`config.mk`:
```
export PLATFORM = sky130hd
export DESIGN_NAME = link_liveness_poll_scheduler
export DESIGN_NICKNAME = d
export VERILOG_FILES = /design/src/hw/rtl/llps_pkg.sv /design/src/hw/rtl/llps_front.sv /design/src/hw/rtl/llps_queue.sv /design/src/hw/rtl/llps_back.sv /design/src/hw/rtl/link_liveness_poll_scheduler.sv
export SDC_FILE = /design/constraint.sdc
export NUM_CORES = 2
export LEC_CHECK = 0
export BUFFER_PORTS_ARGS = -buffer_cell sky130_fd_sc_hd__buf_2
export CORE_MARGIN = 2
export CORE_UTILIZATION = 38
export CTS_CLUSTER_SIZE = 20
export DETAILED_ROUTE_END_ITERATION = 7
export GPL_ROUTABILITY_DRIVEN = 0
export SLEW_MARGIN = 10
export SYNTH_ARGS = -nofsm -noshare
export SYNTH_HDL_FRONTEND = slang
export SYNTH_SLANG_ARGS = --single-unit
```
`constraint.sdc`:
```
create_clock -name clk -period 19.5 [get_ports clk]
set_input_delay 2.925 -clock clk [delete_from_list [all_inputs] [get_ports clk]]
set_output_delay 2.925 -clock clk [all_outputs]
set_load 0.05 [all_outputs]
```
`src/hw/rtl/llps_pkg.sv`:
```
package llps_pkg;

  localparam int unsigned TIME_W = 32;
  localparam int unsigned IVL_W = 20;
  localparam int unsigned WIN_W = 22;
  localparam int unsigned CNT_W = 8;
  localparam int unsigned BO_W = 14;
  localparam int unsigned KIND_W = 2;
  localparam int unsigned FUNC_W = 3;
  localparam int unsigned OP_W = 3;
  localparam int unsigned ADDR_W = 4;
  localparam int unsigned DATA_W = 32;

  localparam int unsigned MIN_INTERVAL_MS = 300;
  localparam int unsigned TIMEOUT_EXTRA_MS = 500;
  localparam int unsigned BACKOFF_BASE_MS = 200;
  localparam int unsigned BACKOFF_MAX_MS = 8000;
  localparam int unsigned BACKOFF_SHIFT_CAP = 6;
  localparam int unsigned STREAK_MAX = 255;
  localparam int unsigned INTERVAL_RESET = 1000;
  localparam int unsigned LIMIT_RESET = 2;

  localparam int unsigned QDEPTH = 2;
  localparam int unsigned QPTR_W = (QDEPTH > 1) ? $clog2(QDEPTH) : 1;
  localparam int unsigned QCNT_W = $clog2(QDEPTH + 1);

  // input event codes
  localparam logic [FUNC_W-1:0] FUNC_TICK     = 3'd0;
  localparam logic [FUNC_W-1:0] FUNC_REPLY    = 3'd1;
  localparam logic [FUNC_W-1:0] FUNC_ACTIVITY = 3'd2;
  localparam logic [FUNC_W-1:0] FUNC_ENABLE   = 3'd3;
  localparam logic [FUNC_W-1:0] FUNC_RESET    = 3'd4;

  // decoded operations handed to the back end
  localparam logic [OP_W-1:0] OP_IDLE   = 3'd0;
  localparam logic [OP_W-1:0] OP_TICK   = 3'd1;
  localparam logic [OP_W-1:0] OP_HEARD  = 3'd2;
  localparam logic [OP_W-1:0] OP_ENABLE = 3'd3;
  localparam logic [OP_W-1:0] OP_CLEAR  = 3'd4;

  localparam logic [KIND_W-1:0] REQ_NONE  = 2'd0;
  localparam logic [KIND_W-1:0] REQ_PROBE = 2'd1;
  localparam logic [KIND_W-1:0] REQ_PULL  = 2'd2;

  localparam logic [1:0] REG_INTERVAL = 2'd0;
  localparam logic [1:0] REG_TO_LIMIT = 2'd1;
  localparam logic [1:0] REG_ST_LIMIT = 2'd2;

  typedef struct packed {
    logic [OP_W-1:0]   op;
    logic [TIME_W-1:0] now;
    logic              accept;
    logic              flag;    // reply online / activity / enable value
  } cmd_t;

  typedef struct packed {
    logic [IVL_W-1:0] interval;
    logic [WIN_W-1:0] reply_window;
    logic [WIN_W-1:0] stale_window;
    logic [CNT_W-1:0] to_limit;
    logic [CNT_W-1:0] st_limit;
  } cfg_t;

  typedef struct packed {
    logic [KIND_W-1:0] kind;
    logic              sent;
    logic [TIME_W-1:0] id;
    logic              off_to;
    logic              off_st;
    logic              rec;
    logic              online;
  } res_t;

  function automatic logic [WIN_W-1:0] reply_window_of(input logic [IVL_W-1:0] iv);
    return {1'b0, iv, 1'b0} + WIN_W'(TIMEOUT_EXTRA_MS);
  endfunction

  function automatic logic [WIN_W-1:0] stale_window_of(input logic [IVL_W-1:0] iv);
    return {1'b0, iv, 1'b0} + {2'b00, iv} + WIN_W'(TIMEOUT_EXTRA_MS);
  endfunction

  // wrapping "a is at or after b"
  function automatic logic time_reached(input logic [TIME_W-1:0] a,
                                        input logic [TIME_W-1:0] b);
    logic [TIME_W-1:0] d;
    d = a - b;
    return !d[TIME_W-1];
  endfunction

  function automatic logic [CNT_W-1:0] sat_inc(input logic [CNT_W-1:0] x);
    return (x == CNT_W'(STREAK_MAX)) ? x : x + 1'b1;
  endfunction

  function automatic logic [BO_W-1:0] backoff_ms(input logic [CNT_W-1:0] cnt);
    logic [2:0]  n;
    logic [19:0] b;
    n = (cnt > CNT_W'(BACKOFF_SHIFT_CAP)) ? 3'(BACKOFF_SHIFT_CAP) : cnt[2:0];
    b = 20'(BACKOFF_BASE_MS) << n;
    return (b > 20'(BACKOFF_MAX_MS)) ? BO_W'(BACKOFF_MAX_MS) : b[BO_W-1:0];
  endfunction

endpackage

```
`src/hw/rtl/llps_front.sv`:
```
module llps_front
  import llps_pkg::*;
(
  input  logic              clk,
  input  logic              rst,
  input  logic              in_valid,
  output logic              in_stall,
  input  logic [FUNC_W-1:0] func,
  input  logic [TIME_W-1:0] now_ms,
  input  logic              poll_permit,
  input  logic              tx_accept,
  input  logic              reply_online,
  input  logic              enable_flag,
  output logic              push,
  output cmd_t              push_cmd,
  input  logic              q_full
);

  logic fr_valid;
  cmd_t fr_cmd;
  cmd_t dec;
  logic load;

  always_comb begin
    dec.op     = OP_IDLE;
    dec.now    = now_ms;
    dec.accept = tx_accept;
    dec.flag   = 1'b0;
    case (func)
      FUNC_TICK: begin
        dec.op = poll_permit ? OP_TICK : OP_IDLE;
      end
      FUNC_REPLY: begin
        dec.op   = OP_HEARD;
        dec.flag = reply_online;
      end
      FUNC_ACTIVITY: begin
        dec.op   = OP_HEARD;
        dec.flag = 1'b1;
      end
      FUNC_ENABLE: begin
        dec.op   = OP_ENABLE;
        dec.flag = enable_flag;
      end
      FUNC_RESET: begin
        dec.op = OP_CLEAR;
      end
      default: begin
        dec.op = OP_IDLE;
      end
    endcase
  end

  assign push     = fr_valid && !q_full;
  assign in_stall = fr_valid && q_full;
  assign load     = in_valid && !in_stall;
  assign push_cmd = fr_cmd;

  always_ff @(posedge clk) begin
    if (rst) begin
      fr_valid <= 1'b0;
    end else if (load) begin
      fr_valid <= 1'b1;
    end else if (push) begin
      fr_valid <= 1'b0;
    end
  end

  always_ff @(posedge clk) begin
    if (load) begin
      fr_cmd <= dec;
    end
  end

endmodule

```
`src/hw/rtl/llps_queue.sv`:
```
module llps_queue
  import llps_pkg::*;
(
  input  logic clk,
  input  logic rst,
  input  logic push,
  input  cmd_t push_cmd,
  output logic full,
  input  logic pop,
  output logic head_valid,
  output cmd_t head_cmd
);

  cmd_t              slots [QDEPTH];
  logic [QPTR_W-1:0] wr_ptr;
  logic [QPTR_W-1:0] rd_ptr;
  logic [QCNT_W-1:0] count;
  logic              do_push;
  logic              do_pop;

  assign full       = (count == QCNT_W'(QDEPTH));
  assign head_valid = (count != '0);
  assign head_cmd   = slots[rd_ptr];
  assign do_push    = push && !full;
  assign do_pop     = pop && head_valid;

  always_ff @(posedge clk) begin
    if (rst) begin
      wr_ptr <= '0;
      rd_ptr <= '0;
      count  <= '0;
    end else begin
      if (do_push) begin
        wr_ptr <= (wr_ptr == QPTR_W'(QDEPTH - 1)) ? '0 : wr_ptr + 1'b1;
      end
      if (do_pop) begin
        rd_ptr <= (rd_ptr == QPTR_W'(QDEPTH - 1)) ? '0 : rd_ptr + 1'b1;
      end
      if (do_push && !do_pop) begin
        count <= count + 1'b1;
      end else if (do_pop && !do_push) begin
        count <= count - 1'b1;
      end
    end
  end

  always_ff @(posedge clk) begin
    if (do_push) begin
      slots[wr_ptr] <= push_cmd;
    end
  end

endmodule

```
`src/hw/rtl/llps_back.sv`:
```
module llps_back
  import llps_pkg::*;
(
  input  logic clk,
  input  logic rst,
  input  cfg_t cfg,
  input  logic head_valid,
  input  cmd_t head_cmd,
  output logic pop,
  output logic out_valid,
  input  logic out_stall,
  output res_t res
);

  logic              poll_enabled;
  logic              link_online;
  logic              awaiting_reply;
  logic [TIME_W-1:0] next_probe_time;
  logic [TIME_W-1:0] next_pull_time;
  logic [TIME_W-1:0] last_reply_time;
  logic [TIME_W-1:0] last_probe_time;
  logic [TIME_W-1:0] last_activity_time;
  logic [CNT_W-1:0]  send_fail_count;
  logic [TIME_W-1:0] backoff_end_time;
  logic [CNT_W-1:0]  timeout_streak;
  logic [CNT_W-1:0]  stale_streak;
  logic [TIME_W-1:0] next_request_id;

  logic              poll_enabled_next;
  logic              link_online_next;
  logic              awaiting_reply_next;
  logic [TIME_W-1:0] next_probe_time_next;
  logic [TIME_W-1:0] next_pull_time_next;
  logic [TIME_W-1:0] last_reply_time_next;
  logic [TIME_W-1:0] last_probe_time_next;
  logic [TIME_W-1:0] last_activity_time_next;
  logic [CNT_W-1:0]  send_fail_count_next;
  logic [TIME_W-1:0] backoff_end_time_next;
  logic [CNT_W-1:0]  timeout_streak_next;
  logic [CNT_W-1:0]  stale_streak_next;
  logic [TIME_W-1:0] next_request_id_next;
  res_t              res_next;

  logic              in_backoff;
  logic              probe_due;
  logic              pull_due;
  logic [CNT_W-1:0]  fail_inc;
  logic [TIME_W-1:0] now_plus_bo;
  logic [TIME_W-1:0] now_plus_ivl;
  logic [TIME_W-1:0] fresh;
  logic [CNT_W-1:0]  ts_inc;
  logic [CNT_W-1:0]  ss_inc;
  logic              online_mid;
  logic              timed_out;
  logic              stale;
  cmd_t              c;

  assign pop = head_valid && (!out_valid || !out_stall);
  assign c   = head_cmd;

  always_comb begin
    poll_enabled_next       = poll_enabled;
    link_online_next        = link_online;
    awaiting_reply_next     = awaiting_reply;
    next_probe_time_next    = next_probe_time;
    next_pull_time_next     = next_pull_time;
    last_reply_time_next    = last_reply_time;
    last_probe_time_next    = last_probe_time;
    last_activity_time_next = last_activity_time;
    send_fail_count_next    = send_fail_count;
    backoff_end_time_next   = backoff_end_time;
    timeout_streak_next     = timeout_streak;
    stale_streak_next       = stale_streak;
    next_request_id_next    = next_request_id;
    res_next                = '0;

    in_backoff   = (backoff_end_time != '0) && !time_reached(c.now, backoff_end_time);
    probe_due    = !in_backoff && time_reached(c.now, next_probe_time);
    pull_due     = !in_backoff && !probe_due && time_reached(c.now, next_pull_time);
    fail_inc     = sat_inc(send_fail_count);
    now_plus_bo  = c.now + TIME_W'(backoff_ms(fail_inc));
    now_plus_ivl = c.now + TIME_W'(cfg.interval);
    fresh        = (last_activity_time != '0) ? last_activity_time : last_reply_time;
    ts_inc       = sat_inc(timeout_streak);
    ss_inc       = sat_inc(stale_streak);
    // an accepted probe restarts the reply clock, so it cannot time out now
    timed_out    = awaiting_reply && !(probe_due && c.accept) &&
                   ((c.now - last_probe_time) > TIME_W'(cfg.reply_window));
    stale        = (fresh != '0) && ((c.now - fresh) > TIME_W'(cfg.stale_window));
    online_mid   = link_online;

    case (c.op)
      OP_TICK: begin
        if (poll_enabled) begin
          if (probe_due) begin
            res_next.kind        = REQ_PROBE;
            res_next.id          = next_request_id;
            next_request_id_next = next_request_id + 1'b1;
            if (c.accept) begin
              res_next.sent         = 1'b1;
              awaiting_reply_next   = 1'b1;
              last_probe_time_next  = c.now;
              next_probe_time_next  = now_plus_ivl;
              send_fail_count_next  = '0;
              backoff_end_time_next = '0;
            end else begin
              send_fail_count_next  = fail_inc;
              backoff_end_time_next = now_plus_bo;
              next_probe_time_next  = now_plus_bo;
            end
          end else if (pull_due) begin
            if (!link_online) begin
              next_pull_time_next = now_plus_ivl;
            end else begin
              res_next.kind        = REQ_PULL;
              res_next.id          = next_request_id;
              next_request_id_next = next_request_id + 1'b1;
              if (c.accept) begin
                res_next.sent         = 1'b1;
                send_fail_count_next  = '0;
                backoff_end_time_next = '0;
                next_pull_time_next   = now_plus_ivl;
              end else begin
                send_fail_count_next  = fail_inc;
                backoff_end_time_next = now_plus_bo;
                next_pull_time_next   = now_plus_bo;
              end
            end
          end

          if (timed_out) begin
            awaiting_reply_next = 1'b0;
            timeout_streak_next = ts_inc;
            if (ts_inc >= cfg.to_limit && link_online) begin
              online_mid      = 1'b0;
              res_next.off_to = 1'b1;
            end
          end

          if (stale) begin
            stale_streak_next = ss_inc;
            if (ss_inc >= cfg.st_limit && online_mid) begin
              res_next.off_st = 1'b1;
            end
          end else begin
            stale_streak_next = '0;
          end
          link_online_next = online_mid && !res_next.off_st;
        end
      end
      OP_HEARD: begin
        res_next.rec            = !link_online && c.flag;
        link_online_next        = c.flag;
        last_reply_time_next    = c.now;
        last_activity_time_next = c.now;
        awaiting_reply_next     = 1'b0;
        timeout_streak_next     = '0;
        stale_streak_next       = '0;
        send_fail_count_next    = '0;
        backoff_end_time_next   = '0;
      end
      OP_ENABLE: begin
        poll_enabled_next       = c.flag;
        next_probe_time_next    = c.now;
        next_pull_time_next     = c.now + TIME_W'(cfg.interval >> 1);
        awaiting_reply_next     = 1'b0;
        last_activity_time_next = '0;
        timeout_streak_next     = '0;
        stale_streak_next       = '0;
        send_fail_count_next    = '0;
        backoff_end_time_next   = '0;
      end
      OP_CLEAR: begin
        link_online_next        = 1'b0;
        awaiting_reply_next     = 1'b0;
        last_reply_time_next    = '0;
        last_probe_time_next    = '0;
        last_activity_time_next = '0;
        send_fail_count_next    = '0;
        backoff_end_time_next   = '0;
        timeout_streak_next     = '0;
        stale_streak_next       = '0;
      end
      default: begin
      end
    endcase

    res_next.online = link_online_next;
  end

  always_ff @(posedge clk) begin
    if (rst) begin
      poll_enabled       <= 1'b0;
      link_online        <= 1'b0;
      awaiting_reply     <= 1'b0;
      next_probe_time    <= '0;
      next_pull_time     <= '0;
      last_reply_time    <= '0;
      last_probe_time    <= '0;
      last_activity_time <= '0;
      send_fail_count    <= '0;
      backoff_end_time   <= '0;
      timeout_streak     <= '0;
      stale_streak       <= '0;
      next_request_id    <= '0;
      out_valid          <= 1'b0;
    end else begin
      if (pop) begin
        poll_enabled       <= poll_enabled_next;
        link_online        <= link_online_next;
        awaiting_reply     <= awaiting_reply_next;
        next_probe_time    <= next_probe_time_next;
        next_pull_time     <= next_pull_time_next;
        last_reply_time    <= last_reply_time_next;
        last_probe_time    <= last_probe_time_next;
        last_activity_time <= last_activity_time_next;
        send_fail_count    <= send_fail_count_next;
        backoff_end_time   <= backoff_end_time_next;
        timeout_streak     <= timeout_streak_next;
        stale_streak       <= stale_streak_next;
        next_request_id    <= next_request_id_next;
        out_valid          <= 1'b1;
      end else if (!out_stall) begin
        out_valid <= 1'b0;
      end
    end
  end

  always_ff @(posedge clk) begin
    if (pop) begin
      res <= res_next;
    end
  end

endmodule

```
`src/hw/rtl/link_liveness_poll_scheduler.sv`:
```
// Link liveness supervisor: takes one timestamped event per beat (poll tick,
// liveness reply, peer activity, enable, link reset) and returns exactly one
// result beat per event with the request issued and any online/offline change.
// Sustained rate is one event per clock on both sides while out_stall is low;
// every event is resolved by the back-end state unit, which holds all link
// state. With no stalls an event passes the input register, the two-entry
// command queue and the result register in turn; with the output stalled, up
// to four events are held inside (input register, two queue entries, result
// register) before in_stall rises. Registers sit at byte
// addresses 0 (poll interval, writes below 300 are dropped), 4 (timeout miss
// limit) and 8 (stale miss limit); write them only while no event is in flight.
module link_liveness_poll_scheduler
  import llps_pkg::*;
(
  input  logic              clk,
  input  logic              rst,
  input  logic              psel,
  input  logic              penable,
  input  logic              pwrite,
  input  logic [ADDR_W-1:0] paddr,
  input  logic [DATA_W-1:0] pwdata,
  output logic [DATA_W-1:0] prdata,
  output logic              pready,
  input  logic              in_valid,
  output logic              in_stall,
  input  logic [FUNC_W-1:0] func,
  input  logic [TIME_W-1:0] now_ms,
  input  logic              poll_permit,
  input  logic              tx_accept,
  input  logic              reply_online,
  input  logic              enable_flag,
  output logic              out_valid,
  input  logic              out_stall,
  output logic [KIND_W-1:0] request_kind,
  output logic              request_sent,
  output logic [TIME_W-1:0] request_id,
  output logic              offline_by_timeout,
  output logic              offline_by_stale,
  output logic              recovered,
  output logic              peer_online
);

  cfg_t cfg;
  logic cfg_wr;
  logic push;
  cmd_t push_cmd;
  logic q_full;
  logic pop;
  logic head_valid;
  cmd_t head_cmd;
  res_t res;

  assign pready = 1'b1;
  assign cfg_wr = psel && penable && pwrite && pready;

  always_ff @(posedge clk) begin
    if (rst) begin
      cfg.interval     <= IVL_W'(INTERVAL_RESET);
      cfg.reply_window <= reply_window_of(IVL_W'(INTERVAL_RESET));
      cfg.stale_window <= stale_window_of(IVL_W'(INTERVAL_RESET));
      cfg.to_limit     <= CNT_W'(LIMIT_RESET);
      cfg.st_limit     <= CNT_W'(LIMIT_RESET);
    end else if (cfg_wr) begin
      case (paddr[3:2])
        REG_INTERVAL: begin
          if (pwdata[IVL_W-1:0] >= IVL_W'(MIN_INTERVAL_MS)) begin
            cfg.interval     <= pwdata[IVL_W-1:0];
            cfg.reply_window <= reply_window_of(pwdata[IVL_W-1:0]);
            cfg.stale_window <= stale_window_of(pwdata[IVL_W-1:0]);
          end
        end
        REG_TO_LIMIT: cfg.to_limit <= pwdata[CNT_W-1:0];
        REG_ST_LIMIT: cfg.st_limit <= pwdata[CNT_W-1:0];
        default: begin
        end
      endcase
    end
  end

  always_comb begin
    case (paddr[3:2])
      REG_INTERVAL: prdata = DATA_W'(cfg.interval);
      REG_TO_LIMIT: prdata = DATA_W'(cfg.to_limit);
      REG_ST_LIMIT: prdata = DATA_W'(cfg.st_limit);
      default:      prdata = '0;
    endcase
  end

  llps_front u_front (
    .clk          (clk),
    .rst          (rst),
    .in_valid     (in_valid),
    .in_stall     (in_stall),
    .func         (func),
    .now_ms       (now_ms),
    .poll_permit  (poll_permit),
    .tx_accept    (tx_accept),
    .reply_online (reply_online),
    .enable_flag  (enable_flag),
    .push         (push),
    .push_cmd     (push_cmd),
    .q_full       (q_full)
  );

  llps_queue u_queue (
    .clk        (clk),
    .rst        (rst),
    .push       (push),
    .push_cmd   (push_cmd),
    .full       (q_full),
    .pop        (pop),
    .head_valid (head_valid),
    .head_cmd   (head_cmd)
  );

  llps_back u_back (
    .clk        (clk),
    .rst        (rst),
    .cfg        (cfg),
    .head_valid (head_valid),
    .head_cmd   (head_cmd),
    .pop        (pop),
    .out_valid  (out_valid),
    .out_stall  (out_stall),
    .res        (res)
  );

  assign request_kind       = res.kind;
  assign request_sent       = res.sent;
  assign request_id         = res.id;
  assign offline_by_timeout = res.off_to;
  assign offline_by_stale   = res.off_st;
  assign recovered          = res.rec;
  assign peer_online        = res.online;

endmodule

```
==> metrics.csv <==
metric;value;unit
ys_seq_area_share;35.42;%
via_per_inst;5.482;
mostFrequentLayoutCell;nor2_1;
cts_sinks;485;
routedWlPerCell;19.20;um
finalCritPeriodShare;38.87;%
syn-cell-area;31650;sq um
cts_tree;yes;
cts_buffers;56;
cp-end-kind;flip-flop;
drc;0;
h-tree-depth;2;
critical_path_peak_fanout;36;
drtIter0Drc;2082;
die_w;292.6;um
synth_area_leader_cell;dfxtp_1;
final_nets;4226;
initial_core_util;38.49;%
vdd_ir_drop_max;0.07819;mV
yosysTopAreaCellShare;21.19;%
layout_common_cells;nor2_1, a21oi_1, dfxtp_1, ha_1, nand2_1;
cp-start-kind;flip-flop;
synth_enable_flop_cells;150;
routed_wl;94800;um
place_inst;4831;
fillers;8147;
grt_antenna_before_repair;3;
placed_area;33580;sq um
worst_pin_slew;1.208;ns
ctsResizeCount;0;
yosys.cell_types.count;103;
fin_setup_tns;0;ns
arrival;8.07;ns
hold_viol_final;0;
drive_gt1_share;9.335;%
leakagePower;13.86;nW
finalMaxSlewViolations;0;
cts_hold_buf;0;
cts_buffer_depth;3;
dr.pass1.iters;6;
synthTopCellsByArea;dfxtp_1, edfxtp_1, ha_1;
die-area;85620;sq um
fin_crit;7.580;ns
rsz0062_at_grt;no;
grt_pass1_vias;25010;
synth-async-reset-ratio;0;%
grt_pass1_wl;146400;um
hpwl;69120;um
cellPowerDensity;126.4;nW/um^2
die_y;292.6;um
holdCritPathClass;flip-flop to flip-flop;
grt_start_max_net_pins;92;
area_growth;12.44;%
clock_skew;0.04082;ns
io_pins;156;
status;completed;
stdcell_count;4938;
ys_ff_latch;485;
critPathRequiredTime;19.99;ns
clk_latency;0.64;ns
max_slew_margin;19.30;%
avgSynthCellArea;8.527;sq um
critical_path_class;flip-flop to flip-flop;
clk_pin_slew;0.06;ns
grtUsageTotal;21.70;%
postCtsSetupBuffers;0;
cap_violations;0;
design.core.area;82240;sq um
overflow;0;
port_buffers;128;
final_cell_area;35590;sq um
rows;105;
via_count;27070;
antenna_left;0;
finalSetupViolCount;0;
yosys_warnings;0;
synth-main-ff-cell;dfxtp_1;
cts_root_buf;clkbuf_16;
fin_total_pwr;4.498;mW
syn-instance-count;3712;
max_freq;131.9;MHz
-- final timing paths --
path                                                     start                                      end  slack (ns)  cells after the start
worst min register to register  u_front.push_cmd[24]$_DFFE_PP_           u_queue.slots[0][24]$_DFFE_PP_        0.44                      0
worst min-delay path            u_front.push_cmd[24]$_DFFE_PP_           u_queue.slots[0][24]$_DFFE_PP_        0.44                      0
worst max register to register                       flip-flop  u_back.last_probe_time[21]$_SDFFE_PP0P_       11.92                     16
worst max-delay path                                 flip-flop  u_back.last_probe_time[21]$_SDFFE_PP0P_       11.92                     16
-- worst max-delay path, cell delays in order (launching register included) --
cell and delay [ns]:
dfxtp_2 0.47, buf_4 0.53, mux2i_1 0.78, clkinv_1 0.76, ha_1 0.53, a21o_1 0.18, a21o_1 0.17, a211oi_1 0.48
o221ai_1 0.33, a22oi_1 0.37, xnor2_1 0.24, nor4_1 0.87, a21oi_1 0.16, buf_4 0.23, nor2_4 0.91, mux2i_1 0.29
nor2_1 0.06
-- routing by layer --
layer / up-vias / wire, um / GRT usage (%)
met3: 154 / 6232 / 3.521
li1: 13290 / - / -
met2: 855 / 41810 / 34.24
met5: - / 30 / 0
met4: 4 / 2966 / 6.717
met1: 12770 / 43760 / 30.30
-- cell families (layout without fill, tap and decap cells) --
kind of cell	Yosys count	in the layout	synth area share [%]
and+or+nand+nor	1209	1209	18.09
AOI/OAI and AO/OA	912	912	18.32
DFF	485	485	35.42
buffers and inverters	457	600	5.681
adders and majority gates	327	327	13.03
xor gates and xnor gates	202	202	5.613
muxes	118	118	3.827
other	2	15	0.02373
-- cell usage after synthesis, types with 28 or more instances --
cell and n:
o211ai_1 33, nand4_1 40, nand2_1 313, xor2_1 49
o21ai_0 138, xnor2_1 152, dfxtp_1 335, mux2i_1 103
a21oi_1 362, nand3_1 78, clkbuf_1 119, nand2b_1 32
nor4_1 28, a211oi_1 58, and2_1 31, nor2_1 406
edfxtp_1 150, ha_1 320, nor2b_1 66, inv_1 297
nor3_1 65, or3_1 41, a21o_1 93
-- sequential cells by signal (all words and copies together), names as in the netlist, named ones only --
register                   cells
u_back.last_activity_time     32
u_back.last_reply_time        32
u_back.awaiting_reply          1
u_back.out_valid               1
u_back.poll_enabled            1
u_queue.count                  2
u_queue.rd_ptr                 1
u_back.last_probe_time        32
u_back.next_request_id        32
u_back.backoff_end_time       32
cfg                           77
u_queue.wr_ptr                 1
u_back.timeout_streak          8
u_back.next_probe_time        32
u_back.link_online             1
u_back.next_pull_time         32
u_queue.slots                 74
u_front.push_cmd              37
u_front.fr_valid               1
u_back.stale_streak            8
u_back.send_fail_count         8
u_back.res                    39
-- power breakdown --
group | internal [mW] | switching [mW]
sequential | 1.16 | 0.0583
clock | 0.688 | 0.458
combinational | 0.744 | 1.39
-- stage by stage --
step	setup WS, ns	hold WS, ns	util [%]
after CTS	11.94	0.4158	43.27
after global placement	12.08	0.4252	40.84
after global routing	11.38	0.4446	43.27
final	11.92	0.4373	43.27
after floorplan	12.02	0.4215	-
after detailed placement	12.00	0.4298	40.84
-- area by class of cell --
class	count	area, sq um	area share (%)
tap	1070	1339	3.762
multi-input combinational	2782	18780	52.77
antenna	1	2.502	0.007031
timing repair buffer	189	1109	3.115
inverter	305	1145	3.217
clock inverter	28	426.7	1.199
sequential	485	11210	31.50
clock buffer	78	1575	4.426
Power figures use the tool's default switching activity.
